## config.mk

```make
export PLATFORM = sky130hd
export DESIGN_NAME = tlbpt_ctrl
export DESIGN_NICKNAME = d
export VERILOG_FILES = /design/src/hdl/tlbpt_pkg.sv /design/src/hdl/tlbpt_ctrl.sv
export VERILOG_INCLUDE_DIRS = /design/src /design/src/hdl
export SDC_FILE = /design/constraint.sdc
export NUM_CORES = 1
export LEC_CHECK = 0
export BUFFER_PORTS_ARGS = -buffer_cell sky130_fd_sc_hd__buf_2
export CORE_AREA = 5 5 42 44
export CTS_CLUSTER_DIAMETER = 120
export DETAILED_ROUTE_END_ITERATION = 8
export DIE_AREA = 0 0 47 49
export SLEW_MARGIN = 20
export SYNTH_ARGS = -nofsm -noshare
export SYNTH_HDL_FRONTEND = slang
export SYNTH_SLANG_ARGS = --single-unit
```

## constraint.sdc

```tcl
create_clock -name clock -period 1.15 [get_ports clock]
set_input_delay 0.1725 -clock clock [delete_from_list [all_inputs] [get_ports clock]]
set_output_delay 0.1725 -clock clock [all_outputs]
set_load 0.05 [all_outputs]
```

## src/hdl/tlb_page_table_translator_defines.svh

```systemverilog
// Assertion macros shared by the translator RTL files.
// Depends on nothing; included by name where assertions are written.
`ifndef TLB_PAGE_TABLE_TRANSLATOR_DEFINES_SVH
`define TLB_PAGE_TABLE_TRANSLATOR_DEFINES_SVH

// Same-cycle implication, disabled during reset.
`define TLBPT_ASSERT_SAME(label, clk, rst, ante, cons) \
   label: assert property (@(posedge clk) disable iff (rst) (ante) |-> (cons)) \
      else $error("tlbpt assertion failed");

// Next-cycle implication, disabled during reset.
`define TLBPT_ASSERT_NEXT(label, clk, rst, ante, cons) \
   label: assert property (@(posedge clk) disable iff (rst) (ante) |=> (cons)) \
      else $error("tlbpt assertion failed");

`endif

```

## src/hdl/tlbpt_pkg.sv

```systemverilog
// Shared types, codes and default sizes of the TLB / page-table translator.
// Depends on nothing; used by scoped names in the top level, controller and datapath.
`default_nettype none

package tlbpt_pkg;

   localparam int ADDR_W            = 32;
   localparam int FRAME_W           = 20;
   localparam int PAGE_W            = 20;
   localparam int TLB_ENTRIES_DEF   = 4;
   localparam int PAGE_SHIFT_DEF    = 12;
   localparam int TABLE_ENTRIES_DEF = 256;

   typedef logic [1:0] mode_type;
   localparam mode_type MODE_TRANSLATE = 2'd0;
   localparam mode_type MODE_MAP       = 2'd1;
   localparam mode_type MODE_FLUSH     = 2'd2;

   typedef logic [1:0] source_type;
   localparam source_type SRC_TLB   = 2'd0;
   localparam source_type SRC_TABLE = 2'd1;
   localparam source_type SRC_FAULT = 2'd2;
   localparam source_type SRC_NONE  = 2'd3;

   // Controller to datapath.
   typedef struct packed {
      logic clear;   // sweep one page-table row
      logic accept;  // capture a request beat and access the table
      logic exec;    // resolve the captured request
   } cmd_type;

   // Datapath to controller.
   typedef struct packed {
      logic clear_last;  // sweep is at its final row
   } status_type;

endpackage

`default_nettype wire

```

## src/hdl/tlbpt_ctrl.sv

```systemverilog
// Controller: clearing sweep after reset, then accept / execute sequencing.
// Depends on tlbpt_pkg and the assertion macro header.
`default_nettype none
`include "tlb_page_table_translator_defines.svh"

module tlbpt_ctrl (
   input  wire logic                 clock,
   input  wire logic                 reset,
   input  wire logic                 start,
   output logic                      busy,
   input  wire tlbpt_pkg::status_type status,
   output tlbpt_pkg::cmd_type        cmd
);

   typedef enum logic [2:0] {
      ST_CLEAR = 3'b001,
      ST_IDLE  = 3'b010,
      ST_EXEC  = 3'b100
   } ctrl_state_type;

   ctrl_state_type state_ff, state_in;

   always_comb begin
      state_in = state_ff;
      unique case (state_ff)
         ST_CLEAR: begin
            if (status.clear_last) begin
               state_in = ST_IDLE;
            end
         end
         ST_IDLE: begin
            if (start) begin
               state_in = ST_EXEC;
            end
         end
         ST_EXEC: begin
            state_in = ST_IDLE;
         end
         default: begin
            state_in = ST_CLEAR;
         end
      endcase
   end

   always_ff @(posedge clock) begin
      if (reset) begin
         state_ff <= ST_CLEAR;
      end else begin
         state_ff <= state_in;
      end
   end

   assign busy       = (state_ff != ST_IDLE);
   assign cmd.clear  = (state_ff == ST_CLEAR);
   assign cmd.accept = (state_ff == ST_IDLE) && start;
   assign cmd.exec   = (state_ff == ST_EXEC);

   `TLBPT_ASSERT_NEXT(a_clear_holds, clock, reset,
                      (state_ff == ST_CLEAR) && !status.clear_last, state_ff == ST_CLEAR)
   `TLBPT_ASSERT_NEXT(a_accept_execs, clock, reset, cmd.accept, cmd.exec && busy)

endmodule

`default_nettype wire

```

==> results.md <==
- Run status: finished with violations
- Violated checks: setup timing
- Min-Delay Path Class: in -> reg
- Internal power: 291 uW
- CP endpoint kind: output pin
- Yosys Warn Count: 0
- H-tree depth: 1
- Hold-fix buffers, CTS: 0
- Largest registers: state_ff x3
- Worst setup path endpoint: busy
- Leading area contributor after synthesis: dfxtp_1
- Clock Sinks: 3
- PwrDens: around 1100 nW/um^2
- Diode count: 0
- Switch Pwr: 98.3 uW
- FF-to-FF Start: state_ff[2]
- Mapped cell area: 144 um^2
- Crit path max fanout: 5
- Worst hold slack: 0.120 ns
- Post-layout net count: 39
- Critical path depth in cells: 3
- Vias: 170
- Initial Util: 10.3%
- Min cycle time layout: 1.39 ns
- CP top delay family: simple AND/OR/NAND/NOR gates
- Crit. Startpoint: state_ff[2]
- Worst Tran Pin Value: 0.152 ns
- Crit path DAT: 1.22 ns
- Post-synth cell types: 10
- Root Buffer: clkbuf_4
- Number of buffers created by CTS: 3
- Post-synthesis instance total: 13
- DRC: 0
- Power Total: 389 uW
- First-pass iteration count of the detailed router: 2
- Yosys top cell area share: 41.7%
- Max Slew Vio Count: 0
- Clk pwr share: 47.1%
- Final Setup Violations: 6
- Syn Nets: 17
- Slew HR: between 80 and 90%
- R2R cell count: 5
- Yosys reg bits: 3
- Ys async rst share: 0%
- Startpoint Class: register
- Worst R2R End: state_ff[0]
- Crit-path slowest cell: or3b_4
- Layout cells sized above 1: between 80% and 90%
- Die Y: between 40 and 50 um
- I/O Buffers: 7
- Layout Utilization: 26.3%
- Fill count: between 150 and 200
- Design Area, Final: 369 um^2
- Final Non-Filler Cells: 50
- Sequential share of power: 29.6%
- Worst clock skew: 0.00368 ns
- Core footprint: ~1400 um^2
- Top cells by count, synth: dfxtp_1, or3b_1
- Mapped Avg Cell Area: 11.1 um^2
- Initial DRC count: 2
- Area Growth Syn to Fin: 157%
- Die span in x: ~47 um
- CP Class: reg -> out
- Sw frac: 25.3%
- Ranking of synthesized cells by area: dfxtp_1, or3b_1, and4bb_2, nand4bb_1, or4b_1
- Ys flop type: dfxtp_1
- Seq/Total Area, Yosys: 41.7%
- Fin crit share: 121%
- I/O pin count: 8
- Critical-path cell list: buf_6 -> or3b_4 -> buf_8
- Largest net degree at the start of global routing: 6
- Post-synth EDFFs: 0
- Antenna violations before repair: 0
- VDD IR-drop max: 0.361 mV
- MaxCap Viol Count: 0
- Setup ws final: -0.244 ns
- Reg clk slew, reported paths: 0.04 ns
- Max reg flops: 3
- Required @ worst endpoint: slightly below 1 ns
- First-pass GRT wire length: roughly 840 um
- DR WL/cell: 9.62 um
- Remaining Overflow, GRT: 0
- Placed instance area: 256 um^2
- CTS tree: built
- Die area: approximately 2300 um^2
- Vias per cell: between 3 and 4
- Drt total wl: between 400 and 500 um
- Most flops, register: state_ff
- Post-place setup slack: -0.0773 ns
- Final hold vios: 0
- Cell leakage power: 0.157 nW
- Gate power share: 23.3%
- Routability congestion estimate: 0.721
- TNS Setup: -1.09 ns
- Register-to-register setup slack: -0.23 ns
- CTS Buffer Depth: 2
- Row count: 14
- Clock Latency Late Sink: 0.23 ns
- CP bufs+invs: 2
- Max Fclk: 717 MHz
- Placed cell count: 42
- CP peak stage delay: ~0.40 ns
- Detail Route Antenna Nets: 0
- Vias in the first global route: 205
- Overall routing resource usage: 5.49%
- RSZ-0062 raised after global routing: true
- Most frequent cell after synthesis: dfxtp_1
-- logic make-up after synthesis --
logic type / count (synthesis) / share of synthesized area [%]
compound gates: 2 / 10.4
buf+inv: 1 / 2.61
simple gates: 7 / 45.2
flops: 3 / 41.7
-- power groups by stage --
stage	logic, mW	registers, mW	clock network [mW]
4_1_cts	0.0888	0.115	0.197
6_report	0.0906	0.115	0.183
5_1_grt	0.0966	0.116	0.202
2_1_floorplan	0.0372	0.117	0
3_3_place_gp	0.0661	0.114	0
3_5_place_dp	0.0670	0.115	0
-- placed cells by master, fill, tap and decap left out --
master	netlist	routed
buf_4	0	6
buf_6	0	5
clkbuf_4	0	3
buf_2	0	3
buf_8	0	3
dfxtp_2	0	3
or3b_4	0	2
clkinvlp_4	0	1
nor3b_2	0	1
and4bb_2	1	1
nand4bb_1	1	1
a31o_2	1	1
or4b_1	1	1
a31oi_1	1	1
nor2b_1	1	1
clkbuf_1	0	1
-- metal layers --
metal / vias to the layer above / global-route usage (%) / part of all wire [%]
met1: 70 / 6.80 / 48
met2: 8 / 5.88 / 42
li1: 92 / - / -
met5: - / 0 / 0
met3: 0 / 3.32 / 10
met4: 0 / 5.53 / 0
-- worst min path at each step --
| stage | start | end | slack (ns) | depth (start not counted) |
|---|---|---|---|---|
| 2_1_floorplan | reset | state_ff[1] | 0.23 | 1 |
| 3_5_place_dp | reset | state_ff[1] | 0.37 | 2 |
| 5_1_grt | reset | state_ff[2] | 0.12 | 2 |
| 3_3_place_gp | reset | state_ff[1] | 0.36 | 2 |
| 4_1_cts | reset | state_ff[2] | 0.11 | 2 |
| 6_report | reset | state_ff[2] | 0.12 | 2 |
-- what timing repair did --
action | CTS | global route
setup buffers | 3 | 1
hold endpoints to repair | 0 | 0
cloned | 0 | 0
setup endpoints to repair | 6 | 6
pin swaps | 6 | 2
resized for setup | 17 | 1
-- layout make-up --
cell class | instances | area (um^2) | area share, %
timing repair buffer | 17 | 161 | 43.7
clock buffer | 4 | 26.3 | 7.12
multi-input combinational | 9 | 90.1 | 24.4
tap | 16 | 20.0 | 5.42
sequential | 3 | 63.8 | 17.3
inverter | 1 | 7.51 | 2.03
Note: power is estimated with default switching activity, not from simulation.
