<file path="config.mk">
export PLATFORM = sky130hd
export DESIGN_NAME = tlbpt_datapath
export DESIGN_NICKNAME = d
export VERILOG_FILES = /design/src/hdl/tlbpt_pkg.sv /design/src/hdl/tlbpt_datapath.sv
export VERILOG_INCLUDE_DIRS = /design/src /design/src/hdl
export SDC_FILE = /design/constraint.sdc
export NUM_CORES = 1
export LEC_CHECK = 0
export BUFFER_PORTS_ARGS = -buffer_cell sky130_fd_sc_hd__clkbuf_2
export CORE_ASPECT_RATIO = 1.5
export CORE_UTILIZATION = 60
export DETAILED_ROUTE_END_ITERATION = 8
export PLACE_DENSITY = 0.85
export SETUP_SLACK_MARGIN = 0.02
export SKIP_CTS_REPAIR_TIMING = 1
export SYNTH_ARGS = -nofsm -noshare
export SYNTH_HDL_FRONTEND = slang
export SYNTH_SLANG_ARGS = --single-unit
export TNS_END_PERCENT = 1
</file>
<file path="constraint.sdc">
create_clock -name clock -period 5.97 [get_ports clock]
set_input_delay 0.597 -clock clock [delete_from_list [all_inputs] [get_ports clock]]
set_output_delay 0.597 -clock clock [all_outputs]
set_load 0.02 [all_outputs]
</file>
<file path="src/hdl/tlb_page_table_translator_defines.svh">
// Assertion macros shared by the translator RTL files.
// Depends on nothing; included by name where assertions are written.
`ifndef TLB_PAGE_TABLE_TRANSLATOR_DEFINES_SVH
`define TLB_PAGE_TABLE_TRANSLATOR_DEFINES_SVH

// Same-cycle implication, disabled during reset.
`define TLBPT_ASSERT_SAME(label, clk, rst, ante, cons) \
   label: assert property (@(posedge clk) disable iff (rst) (ante) |-> (cons)) \
      else $error("tlbpt assertion failed");

// Next-cycle implication, disabled during reset.
`define TLBPT_ASSERT_NEXT(label, clk, rst, ante, cons) \
   label: assert property (@(posedge clk) disable iff (rst) (ante) |=> (cons)) \
      else $error("tlbpt assertion failed");

`endif

</file>
<file path="src/hdl/tlbpt_pkg.sv">
// Shared types, codes and default sizes of the TLB / page-table translator.
// Depends on nothing; used by scoped names in the top level, controller and datapath.
`default_nettype none

package tlbpt_pkg;

   localparam int ADDR_W            = 32;
   localparam int FRAME_W           = 20;
   localparam int PAGE_W            = 20;
   localparam int TLB_ENTRIES_DEF   = 4;
   localparam int PAGE_SHIFT_DEF    = 12;
   localparam int TABLE_ENTRIES_DEF = 256;

   typedef logic [1:0] mode_type;
   localparam mode_type MODE_TRANSLATE = 2'd0;
   localparam mode_type MODE_MAP       = 2'd1;
   localparam mode_type MODE_FLUSH     = 2'd2;

   typedef logic [1:0] source_type;
   localparam source_type SRC_TLB   = 2'd0;
   localparam source_type SRC_TABLE = 2'd1;
   localparam source_type SRC_FAULT = 2'd2;
   localparam source_type SRC_NONE  = 2'd3;

   // Controller to datapath.
   typedef struct packed {
      logic clear;   // sweep one page-table row
      logic accept;  // capture a request beat and access the table
      logic exec;    // resolve the captured request
   } cmd_type;

   // Datapath to controller.
   typedef struct packed {
      logic clear_last;  // sweep is at its final row
   } status_type;

endpackage

`default_nettype wire

</file>
<file path="src/hdl/tlbpt_datapath.sv">
// Datapath: request capture, TLB registers, page-table access, counters, result.
// Depends on tlbpt_pkg and the assertion macro header; drives the page-table RAM.
`default_nettype none
`include "tlb_page_table_translator_defines.svh"

module tlbpt_datapath #(
   parameter int TLB_ENTRIES   = tlbpt_pkg::TLB_ENTRIES_DEF,
   parameter int PAGE_SHIFT    = tlbpt_pkg::PAGE_SHIFT_DEF,
   parameter int TABLE_ENTRIES = tlbpt_pkg::TABLE_ENTRIES_DEF,
   localparam int IDX_W        = $clog2(TABLE_ENTRIES)
) (
   input  wire logic                          clock,
   input  wire logic                          reset,
   input  wire tlbpt_pkg::cmd_type            cmd,
   output tlbpt_pkg::status_type              status,
   input  wire logic [1:0]                    req_mode,
   input  wire logic [tlbpt_pkg::ADDR_W-1:0]  req_virtual_addr,
   input  wire logic [tlbpt_pkg::PAGE_W-1:0]  req_map_page,
   input  wire logic [tlbpt_pkg::FRAME_W-1:0] req_map_frame,
   output logic                               ram_en,
   output logic                               ram_we,
   output logic [IDX_W-1:0]                   ram_addr,
   output logic [tlbpt_pkg::FRAME_W:0]        ram_wdata,
   input  wire logic [tlbpt_pkg::FRAME_W:0]   ram_rdata,
   output logic                               rsp_valid,
   output logic                               rsp_success,
   output logic [tlbpt_pkg::ADDR_W-1:0]       rsp_phys_addr,
   output logic [1:0]                         rsp_source,
   output logic [tlbpt_pkg::ADDR_W-1:0]       rsp_hit_count,
   output logic [tlbpt_pkg::ADDR_W-1:0]       rsp_miss_count,
   output logic [tlbpt_pkg::ADDR_W-1:0]       rsp_fault_count
);

   localparam int VPN_W = tlbpt_pkg::ADDR_W - PAGE_SHIFT;
   localparam int VIC_W = (TLB_ENTRIES > 1) ? $clog2(TLB_ENTRIES) : 1;
   localparam int FW    = tlbpt_pkg::FRAME_W;
   localparam int AW    = tlbpt_pkg::ADDR_W;

   // clearing sweep
   logic [IDX_W-1:0] clr_idx_ff;

   // captured request
   tlbpt_pkg::mode_type         mode_ff;
   logic [VPN_W-1:0]            vpn_ff;
   logic [PAGE_SHIFT-1:0]       offset_ff;
   logic                        in_range_ff;

   // TLB
   logic [VPN_W-1:0] tlb_page_ff  [TLB_ENTRIES];
   logic [FW-1:0]    tlb_frame_ff [TLB_ENTRIES];
   logic [TLB_ENTRIES-1:0] tlb_valid_ff, tlb_valid_in;
   logic [VIC_W-1:0] victim_ff, victim_in;
   logic             fill;

   // counters
   logic [AW-1:0] hits_ff, hits_in, misses_ff, misses_in, faults_ff, faults_in;

   // result
   logic                     rsp_valid_ff;
   logic                     success_ff, success_in;
   logic [AW-1:0]            phys_ff, phys_in;
   tlbpt_pkg::source_type    source_ff, source_in;

   logic [VPN_W-1:0] req_vpn;
   logic             vpn_in_range, map_in_range;
   logic             hit;
   logic [VIC_W-1:0] hit_idx;
   logic             table_valid;
   logic [FW-1:0]    table_frame;

   assign req_vpn      = req_virtual_addr[AW-1:PAGE_SHIFT];
   assign vpn_in_range = (AW'(req_vpn) < AW'(TABLE_ENTRIES));
   assign map_in_range = (AW'(req_map_page) < AW'(TABLE_ENTRIES));

   assign status.clear_last = (clr_idx_ff == IDX_W'(TABLE_ENTRIES - 1));

   // page-table port: sweep, map write or translate read
   always_comb begin
      ram_en    = 1'b0;
      ram_we    = 1'b0;
      ram_addr  = req_vpn[IDX_W-1:0];
      ram_wdata = {1'b1, req_map_frame};
      if (cmd.clear) begin
         ram_en    = 1'b1;
         ram_we    = 1'b1;
         ram_addr  = clr_idx_ff;
         ram_wdata = '0;
      end else if (cmd.accept) begin
         if (req_mode == tlbpt_pkg::MODE_MAP) begin
            ram_en   = map_in_range;
            ram_we   = map_in_range;
            ram_addr = req_map_page[IDX_W-1:0];
         end else if (req_mode == tlbpt_pkg::MODE_TRANSLATE) begin
            ram_en = vpn_in_range;
         end
      end
   end

   always_ff @(posedge clock) begin
      if (reset) begin
         clr_idx_ff <= '0;
      end else if (cmd.clear) begin
         clr_idx_ff <= clr_idx_ff + 1'b1;
      end
   end

   always_ff @(posedge clock) begin
      if (cmd.accept) begin
         mode_ff     <= req_mode;
         vpn_ff      <= req_vpn;
         offset_ff   <= req_virtual_addr[PAGE_SHIFT-1:0];
         in_range_ff <= (req_mode == tlbpt_pkg::MODE_MAP) ? map_in_range : vpn_in_range;
      end
   end

   // lowest valid matching slot answers
   always_comb begin
      hit     = 1'b0;
      hit_idx = '0;
      for (int i = TLB_ENTRIES - 1; i >= 0; i--) begin
         if (tlb_valid_ff[i] && (tlb_page_ff[i] == vpn_ff)) begin
            hit     = 1'b1;
            hit_idx = VIC_W'(i);
         end
      end
   end

   // read data is stale unless the row was read for this request
   assign table_valid = ram_rdata[FW] && in_range_ff;
   assign table_frame = ram_rdata[FW-1:0];

   always_comb begin
      hits_in      = hits_ff;
      misses_in    = misses_ff;
      faults_in    = faults_ff;
      tlb_valid_in = tlb_valid_ff;
      victim_in    = victim_ff;
      fill         = 1'b0;
      success_in   = 1'b0;
      phys_in      = '0;
      source_in    = tlbpt_pkg::SRC_NONE;
      if (cmd.exec) begin
         unique case (mode_ff)
            tlbpt_pkg::MODE_TRANSLATE: begin
               if (hit) begin
                  hits_in    = (hits_ff == '1) ? hits_ff : hits_ff + 1'b1;
                  success_in = 1'b1;
                  phys_in    = AW'({tlb_frame_ff[hit_idx], {PAGE_SHIFT{1'b0}}})
                               | AW'(offset_ff);
                  source_in  = tlbpt_pkg::SRC_TLB;
               end else begin
                  misses_in = (misses_ff == '1) ? misses_ff : misses_ff + 1'b1;
                  if (table_valid) begin
                     fill                    = 1'b1;
                     tlb_valid_in[victim_ff] = 1'b1;
                     victim_in  = (victim_ff == VIC_W'(TLB_ENTRIES - 1)) ? '0
                                                                         : victim_ff + 1'b1;
                     success_in = 1'b1;
                     phys_in    = AW'({table_frame, {PAGE_SHIFT{1'b0}}})
                                  | AW'(offset_ff);
                     source_in  = tlbpt_pkg::SRC_TABLE;
                  end else begin
                     faults_in = (faults_ff == '1) ? faults_ff : faults_ff + 1'b1;
                     source_in = tlbpt_pkg::SRC_FAULT;
                  end
               end
            end
            tlbpt_pkg::MODE_MAP: begin
               success_in = in_range_ff;
            end
            tlbpt_pkg::MODE_FLUSH: begin
               tlb_valid_in = '0;
               success_in   = 1'b1;
            end
            default: begin
               success_in = 1'b0;
            end
         endcase
      end
   end

   always_ff @(posedge clock) begin
      if (reset) begin
         hits_ff      <= '0;
         misses_ff    <= '0;
         faults_ff    <= '0;
         tlb_valid_ff <= '0;
         victim_ff    <= '0;
         rsp_valid_ff <= 1'b0;
      end else begin
         hits_ff      <= hits_in;
         misses_ff    <= misses_in;
         faults_ff    <= faults_in;
         tlb_valid_ff <= tlb_valid_in;
         victim_ff    <= victim_in;
         rsp_valid_ff <= cmd.exec;
      end
   end

   always_ff @(posedge clock) begin
      if (fill) begin
         tlb_page_ff[victim_ff]  <= vpn_ff;
         tlb_frame_ff[victim_ff] <= table_frame;
      end
      if (cmd.exec) begin
         success_ff <= success_in;
         phys_ff    <= phys_in;
         source_ff  <= source_in;
      end
   end

   assign rsp_valid       = rsp_valid_ff;
   assign rsp_success     = success_ff;
   assign rsp_phys_addr   = phys_ff;
   assign rsp_source      = source_ff;
   assign rsp_hit_count   = hits_ff;
   assign rsp_miss_count  = misses_ff;
   assign rsp_fault_count = faults_ff;

   `TLBPT_ASSERT_SAME(a_rsp_after_exec, clock, reset, rsp_valid_ff, $past(cmd.exec))
   `TLBPT_ASSERT_NEXT(a_hits_monotonic, clock, reset, 1'b1, hits_ff >= $past(hits_ff))
   `TLBPT_ASSERT_NEXT(a_counts_only_on_exec, clock, reset, !cmd.exec,
                      $stable(hits_ff) && $stable(misses_ff) && $stable(faults_ff))

endmodule

`default_nettype wire
</file>
==> results of run 1 <==
[metrics by stage]
stage	worst slack [ns]	instance area, um^2	util	hold WS [ns]
floorplan	2.79	14900	-	0.455
finish	2.43	17400	0.713	0.202
global placement	2.36	16500	0.674	0.478
CTS	2.47	17400	0.713	0.189
detailed placement	2.18	16500	0.674	0.498
global route	2.21	17400	0.713	0.183
[placed cells by master, fill, tap and decap left out, types with 10 or more instances in the layout]
cell / instances
a21oi_1: 48
a221oi_1: 20
and3_1: 32
buf_4: 11
clkbuf_16: 30
clkbuf_2: 262
dfxtp_1: 111
edfxtp_1: 230
inv_1: 22
mux2_2: 28
mux2i_1: 10
nand2_1: 60
nand3_1: 60
nand4_1: 46
nor2_1: 73
nor2b_1: 51
nor3_1: 12
nor4_1: 34
o21ai_0: 26
o22ai_1: 21
o2bb2ai_1: 20
o31ai_1: 26
or3_1: 21
or4_1: 35
xnor2_1: 60
xor2_1: 32
[kinds of logic (layout without fill, tap and decap cells)]
| logic type | count (synthesis) | after routing | synth area share |
|---|---|---|---|
| adders and majority gates | 8 | 8 | 0.00671 |
| buffers and inverters | 88 | 350 | 0.0242 |
| xor gates and xnor gates | 92 | 92 | 0.0540 |
| AOI/OAI and AO/OA | 207 | 207 | 0.0954 |
| DFF | 341 | 341 | 0.612 |
| muxes | 41 | 41 | 0.0301 |
| and+or+nand+nor | 473 | 473 | 0.178 |
[power breakdown]
part	internal, mW	switching [mW]
registers	2.56	0.0479
logic	0.0925	0.161
clock network	0.988	0.898
[registers in the layout, indices dropped and copies added (netlist names), 12 cells and up]
signal           cells
tlb_frame_ff        80
tlb_page_ff         80
rsp_fault_count     32
rsp_hit_count       32
rsp_miss_count      32
rsp_phys_addr       32
vpn_ff              20
offset_ff           12
[routing by layer]
metal,vias up,routed length (um),share of wire,global-route usage
met5,-,0,0,0
met4,0,1480,0.040,0.125
met3,110,2250,0.061,0.0340
met2,543,19500,0.53,0.519
met1,5582,13800,0.37,0.339
li1,5278,-,-,-
[area by class of cell]
| class | instances | area, um^2 |
|---|---|---|
| Tap cell | 324 | 405 |
| Clock inverter | 23 | 194 |
| Clock buffer | 32 | 758 |
| Fill cell | 1615 | 7010 |
| Sequential cell | 341 | 9130 |
| Multi-Input combinational cell | 821 | 5460 |
| Timing Repair Buffer | 273 | 1390 |
| Inverter | 22 | 82.6 |
[Yosys cell counts (all sizes together), types with 26 or more instances]
cell type and count:
nor2b 51, or4 35, o31ai 26, clkbuf 53
mux2 31, nand2 60, nor2 74, o21ai 27
xor2 32, nand4 46, a21oi 48, edfxtp 230
nand3 60, nor4 35, dfxtp 111, and3 36
xnor2 60
[critical path, delay by kind of cell (launching register included)]
kind | cells | cell delay [ns]
DFF | 1 | 0.55
AOI/OAI and AO/OA | 1 | 0.26
buffers and inverters | 1 | 0.42
xor gates and xnor gates | 1 | 0.23
muxes | 1 | 0.28
and+or+nand+nor | 4 | 1.68
[final timing paths]
path	from	to	slack (ns)
setup / recovery	vpn_ff[3]	rsp_fault_count[10]	2.43
hold / removal	req_virtual_addr[4]	offset_ff[4]	0.20
setup reg to reg	vpn_ff[3]	rsp_fault_count[10]	2.43
hold reg to reg	rsp_fault_count[15]	rsp_fault_count[15]	0.51
==> reports/metrics.yaml, run 1 <==
global_routing:
  grt_pass1_vias: 11000
  grt_pass1_wl_um: 57200
  antenna_found_initial: 0
  gr-total-overflow: 0
  track_usage: 0.288
  grt_max_degree: 99
cts:
  path_clk_slew_ns: 0.07
  numCtsBuffers: 30
  cts_buffer_depth: 3
  tritoncts: "yes"
  clk_latency_ns: 0.57
  root_buffer: "clkbuf_16"
  h-tree-depth: 1
  cts_num_sinks: 341
setup_path:
  critPathRequiredTime_ns: 6.43
  path_cells: "xor2_1, or4_1, nor4_1, a22oi_1, nand3_1, buf_4, nor3_1, mux2_2"
  cp_max_fo: 30
  worstPathArrival_ns: 3.99
  critPathMaxStageDelay_ns: 0.68
  crit_type: "register to register"
  crit_path_top_delay_cell: "nand3_1"
  start_kind: "register"
  r2r_cells: 8
  end_kind: "register"
place:
  dp_cells: 1781
  gp_congestion: 0.920
  io_buffer_count: 263
  place_hpwl_um: 24700
sta:
  slew_violations: 0
  fin_skew_ns: 0.0152
  min_period_ns: 3.54
  relSlewSlack: 0.228
  rsz0062_at_grt: "false"
  max_freq_mhz: 283
  fin_crit_sh: 0.592
  setup_tns_ns: 0
  max_slew.worst_pin.slew_ns: 1.15
  setup_viol: 0
  hold_viol_final: 0
routing:
  ant_nets: 0
  drt_iter0_drc: 966
  wl_um: 37000
  wire_per_inst_um: 20.1
  vias: 11500
  vias_per_cell: 6.27
  dr.pass1.iters: 7
  drc: 0
logic_synthesis:
  ys_ff_latch: 341
  yosysWarnings: 0
  yosysUniqueCellTypes: 62
  seq_area_frac_synth: 0.612
  synth_top_cell_area_share: 0.463
  synth_largest_area_cell: "edfxtp_1"
  syn_area_mm2: 0.0149
  synth_nets: 1358
  async_flop_share: 0
  synth_edf_count: 230
  avgSynthCellArea_um2: 11.9
  synthCells: 1250
  synth_area_leaders: "edfxtp_1 46%, dfxtp_1 15%, xnor2_1 3.5%"
  synth_ff_type: "edfxtp_1"
floorplan:
  fp.dieW_um: 131
  fp.coreArea_mm2: 0.0244
  num_rows: 70
  initial_utilization: 0.611
  die_area_mm2: 0.0255
  pin_count: 264
  die_h_um: 195
flow_run:
  cap_violations: 0
worst_hold_path:
  hold_depth: 1
  hold_path.class: "input pin to register"
finish:
  antennaDiodeCount: 0
  layout-drive-gt1-share: 0.242
  final_cells: 1836
  area_growth_syn_to_layout_pct: 16.7
  fin_nets: 1597
run_status:
  outcome: "completed"
power:
  p_per_area_mw_per_mm2: 273
  leakage_nw: 6.27
  ir_drop_mv: 0.290
  p_total_mw: 4.75
Power figures use the tool's default switching activity.
==> inputs of run 2 (changes only) <==
--- a/config.mk
+++ b/config.mk
@@ -8,9 +8,9 @@
 export LEC_CHECK = 0
 export BUFFER_PORTS_ARGS = -buffer_cell sky130_fd_sc_hd__clkbuf_2
 export CORE_ASPECT_RATIO = 1.5
-export CORE_UTILIZATION = 60
+export CORE_UTILIZATION = 51
 export DETAILED_ROUTE_END_ITERATION = 8
-export PLACE_DENSITY = 0.85
+export PLACE_DENSITY = 0.77
 export SETUP_SLACK_MARGIN = 0.02
 export SKIP_CTS_REPAIR_TIMING = 1
 export SYNTH_ARGS = -nofsm -noshare
==> constraint.sdc (replaced) <==
create_clock -name clock -period 3 [get_ports clock]
set_input_delay 0.3 -clock clock [delete_from_list [all_inputs] [get_ports clock]]
set_output_delay 0.3 -clock clock [all_outputs]
set_load 0.02 [all_outputs]
==> reports/metrics.yaml, run 2 (synthesis results as in run 1) <==
routing:
  drt_iter0_drc: 709
  dr.pass1.iters: 5
  vias_per_cell: 5.83
  vias: 11600
  wire_per_inst_um: 19.6
  drc: 0
  dr_wl_met3_um: 1970
  drt-met1-wl_um: 15000
  top_layer_used: "met4"
  wl_um: 38900
  dr_wl_met2_um: 20700
  ant_nets: 0
finish:
  mostFrequentLayoutCells: "262 x clkbuf_2, 230 x edfxtp_1, 111 x dfxtp_1, 72 x nor2_1"
  layout_commonest_cell: "clkbuf_2"
  area_growth_syn_to_layout_pct: 25.3
  reg.largest.list: "tlb_frame_ff x80, tlb_page_ff x80"
  fin_util: 0.651
  fin_area_mm2: 0.0187
  final_cells: 1989
  fin_nets: 1682
  layout-drive-gt1-share: 0.261
global_routing:
  grt_pass1_vias: 10900
  grt_pass1_wl_um: 57800
  antenna_found_initial: 1
  grt_max_degree: 138
  gr-total-overflow: 0
  track_usage: 0.249
sta:
  min_period_ns: 2.98
  rsz0062_at_grt: "true"
  setup_viol: 0
  hold_viol_final: 3
  relSlewSlack: 0.505
  slew_violations: 0
  fin_crit_sh: 0.993
  fin_skew_ns: 0.0251
  holdWs_ns: -0.000533
  max_slew.worst_pin.slew_ns: 0.741
  max_freq_mhz: 336
setup_path:
  worstReg2RegStart: "vpn_ff[15]"
  critical_path.endpoint: "rsp_hit_count[8]"
  start_kind: "register"
  worstPathArrival_ns: 3.40
  r2r_slack_ns: 0.02
  rr_endpoint: "rsp_hit_count[8]"
  critPathRequiredTime_ns: 3.42
  end_kind: "register"
  r2r_cells: 8
  cp_max_fo: 23
  crit_type: "register to register"
  startpoint: "vpn_ff[15]"
power:
  p_sw_frac: 0.225
  p_total_mw: 10.1
  p_per_area_mw_per_mm2: 539
  clkPwrFrac: 0.426
  seqPwrFrac: 0.514
  p_comb_frac: 0.060
  netSwitchingPower_mw: 2.27
  cellInternalPower_mw: 7.81
  ir_drop_mv: 0.469
  leakage_nw: 6.81
cts:
  path_clk_slew_ns: 0.06
  clk_latency_ns: 0.54
  root_buffer: "clkbuf_16"
  tritoncts: "yes"
  h-tree-depth: 2
  cts_num_sinks: 341
  numCtsBuffers: 34
  cts_buffer_depth: 3
place:
  gp_congestion: 0.951
  place_area_mm2: 0.0170
  io_buffer_count: 263
  place_hpwl_um: 26200
  dp_cells: 1883
flow_run:
  cap_violations: 0
floorplan:
  die_area_mm2: 0.0300
  initial_utilization: 0.520
  num_rows: 76
  die_h_um: 212
  fp.coreArea_mm2: 0.0287
  pin_count: 264
  fp.dieW_um: 142
worst_hold_path:
  hold_path.class: "input pin to register"
run_status:
  violations: "hold timing"
  outcome: "finished with violations"
==> run 2: cell types whose count changed in the layout (fill, tap and decap cells not counted), moves of 5 or more <==
cell,change
xnor2_1,-5
xnor2_2,+5
nor4_1,-6
dlygate4sd3_1,+45
buf_4,+20
clkbuf_1,+5
buf_12,+16
==> run 2: how the worst min path moves through the flow <==
stage | start | end | slack, ns | cells after the start
detailed placement | req_virtual_addr[5] | offset_ff[5] | 0.48 | 1
floorplan | req_mode[0] | mode_ff[0] | 0.40 | 0
finish | ram_rdata[4] | tlb_frame_ff[1][4] | -0.0005 | 1
global placement | rsp_fault_count[21] | rsp_fault_count[21] | 0.48 | 2
CTS | req_virtual_addr[0] | offset_ff[0] | -0.07 | 1
global route | ram_rdata[4] | tlb_frame_ff[3][4] | 0.0001 | 1
==> run 2: metal layers <==
| layer | vias to the layer above | track usage |
|---|---|---|
| met4 | 0 | 0.0875 |
| met3 | 78 | 0.0342 |
| met5 | - | 0 |
| met1 | 5624 | 0.288 |
| li1 | 5443 | - |
| met2 | 455 | 0.466 |
==> run 2: cell type report <==
class,count,area (um^2)
fillers,2155,10000
flip-flops and latches,341,9130
multi-input cells,821,5570
repair buffers,354,2310
clock buffers,41,877
well taps,390,488
clock inverters,19,241
inverters,22,82.6
diodes,1,2.50
==> run 2: metrics by stage <==
step	setup TNS, ns	worst slack [ns]
after floorplan	-22.16	-0.185
after global placement	-5.22	-0.246
after detailed placement	-7.07	-0.326
after CTS	-10.18	-0.420
after global routing	-1.34	-0.136
final	0	0.0216
==> run 2: critical path: stages (launching register included) <==
cell      delay [ns]
edfxtp_1        0.53
xnor2_1         0.38
nand4b_1        0.13
or4_1           0.58
o22ai_1         0.22
nor2_2          0.13
buf_12          0.18
nor4_1          0.32
mux2_2          0.38
==> run 2: power by group through the flow <==
stage	Combinational, mW	Sequential [mW]	Clock, mW
2_1_floorplan	0.266	5.28	0
3_3_place_gp	0.532	5.27	0
3_5_place_dp	0.539	5.28	0
4_1_cts	0.541	5.18	4.34
5_1_grt	0.643	5.19	4.55
6_report	0.600	5.18	4.30
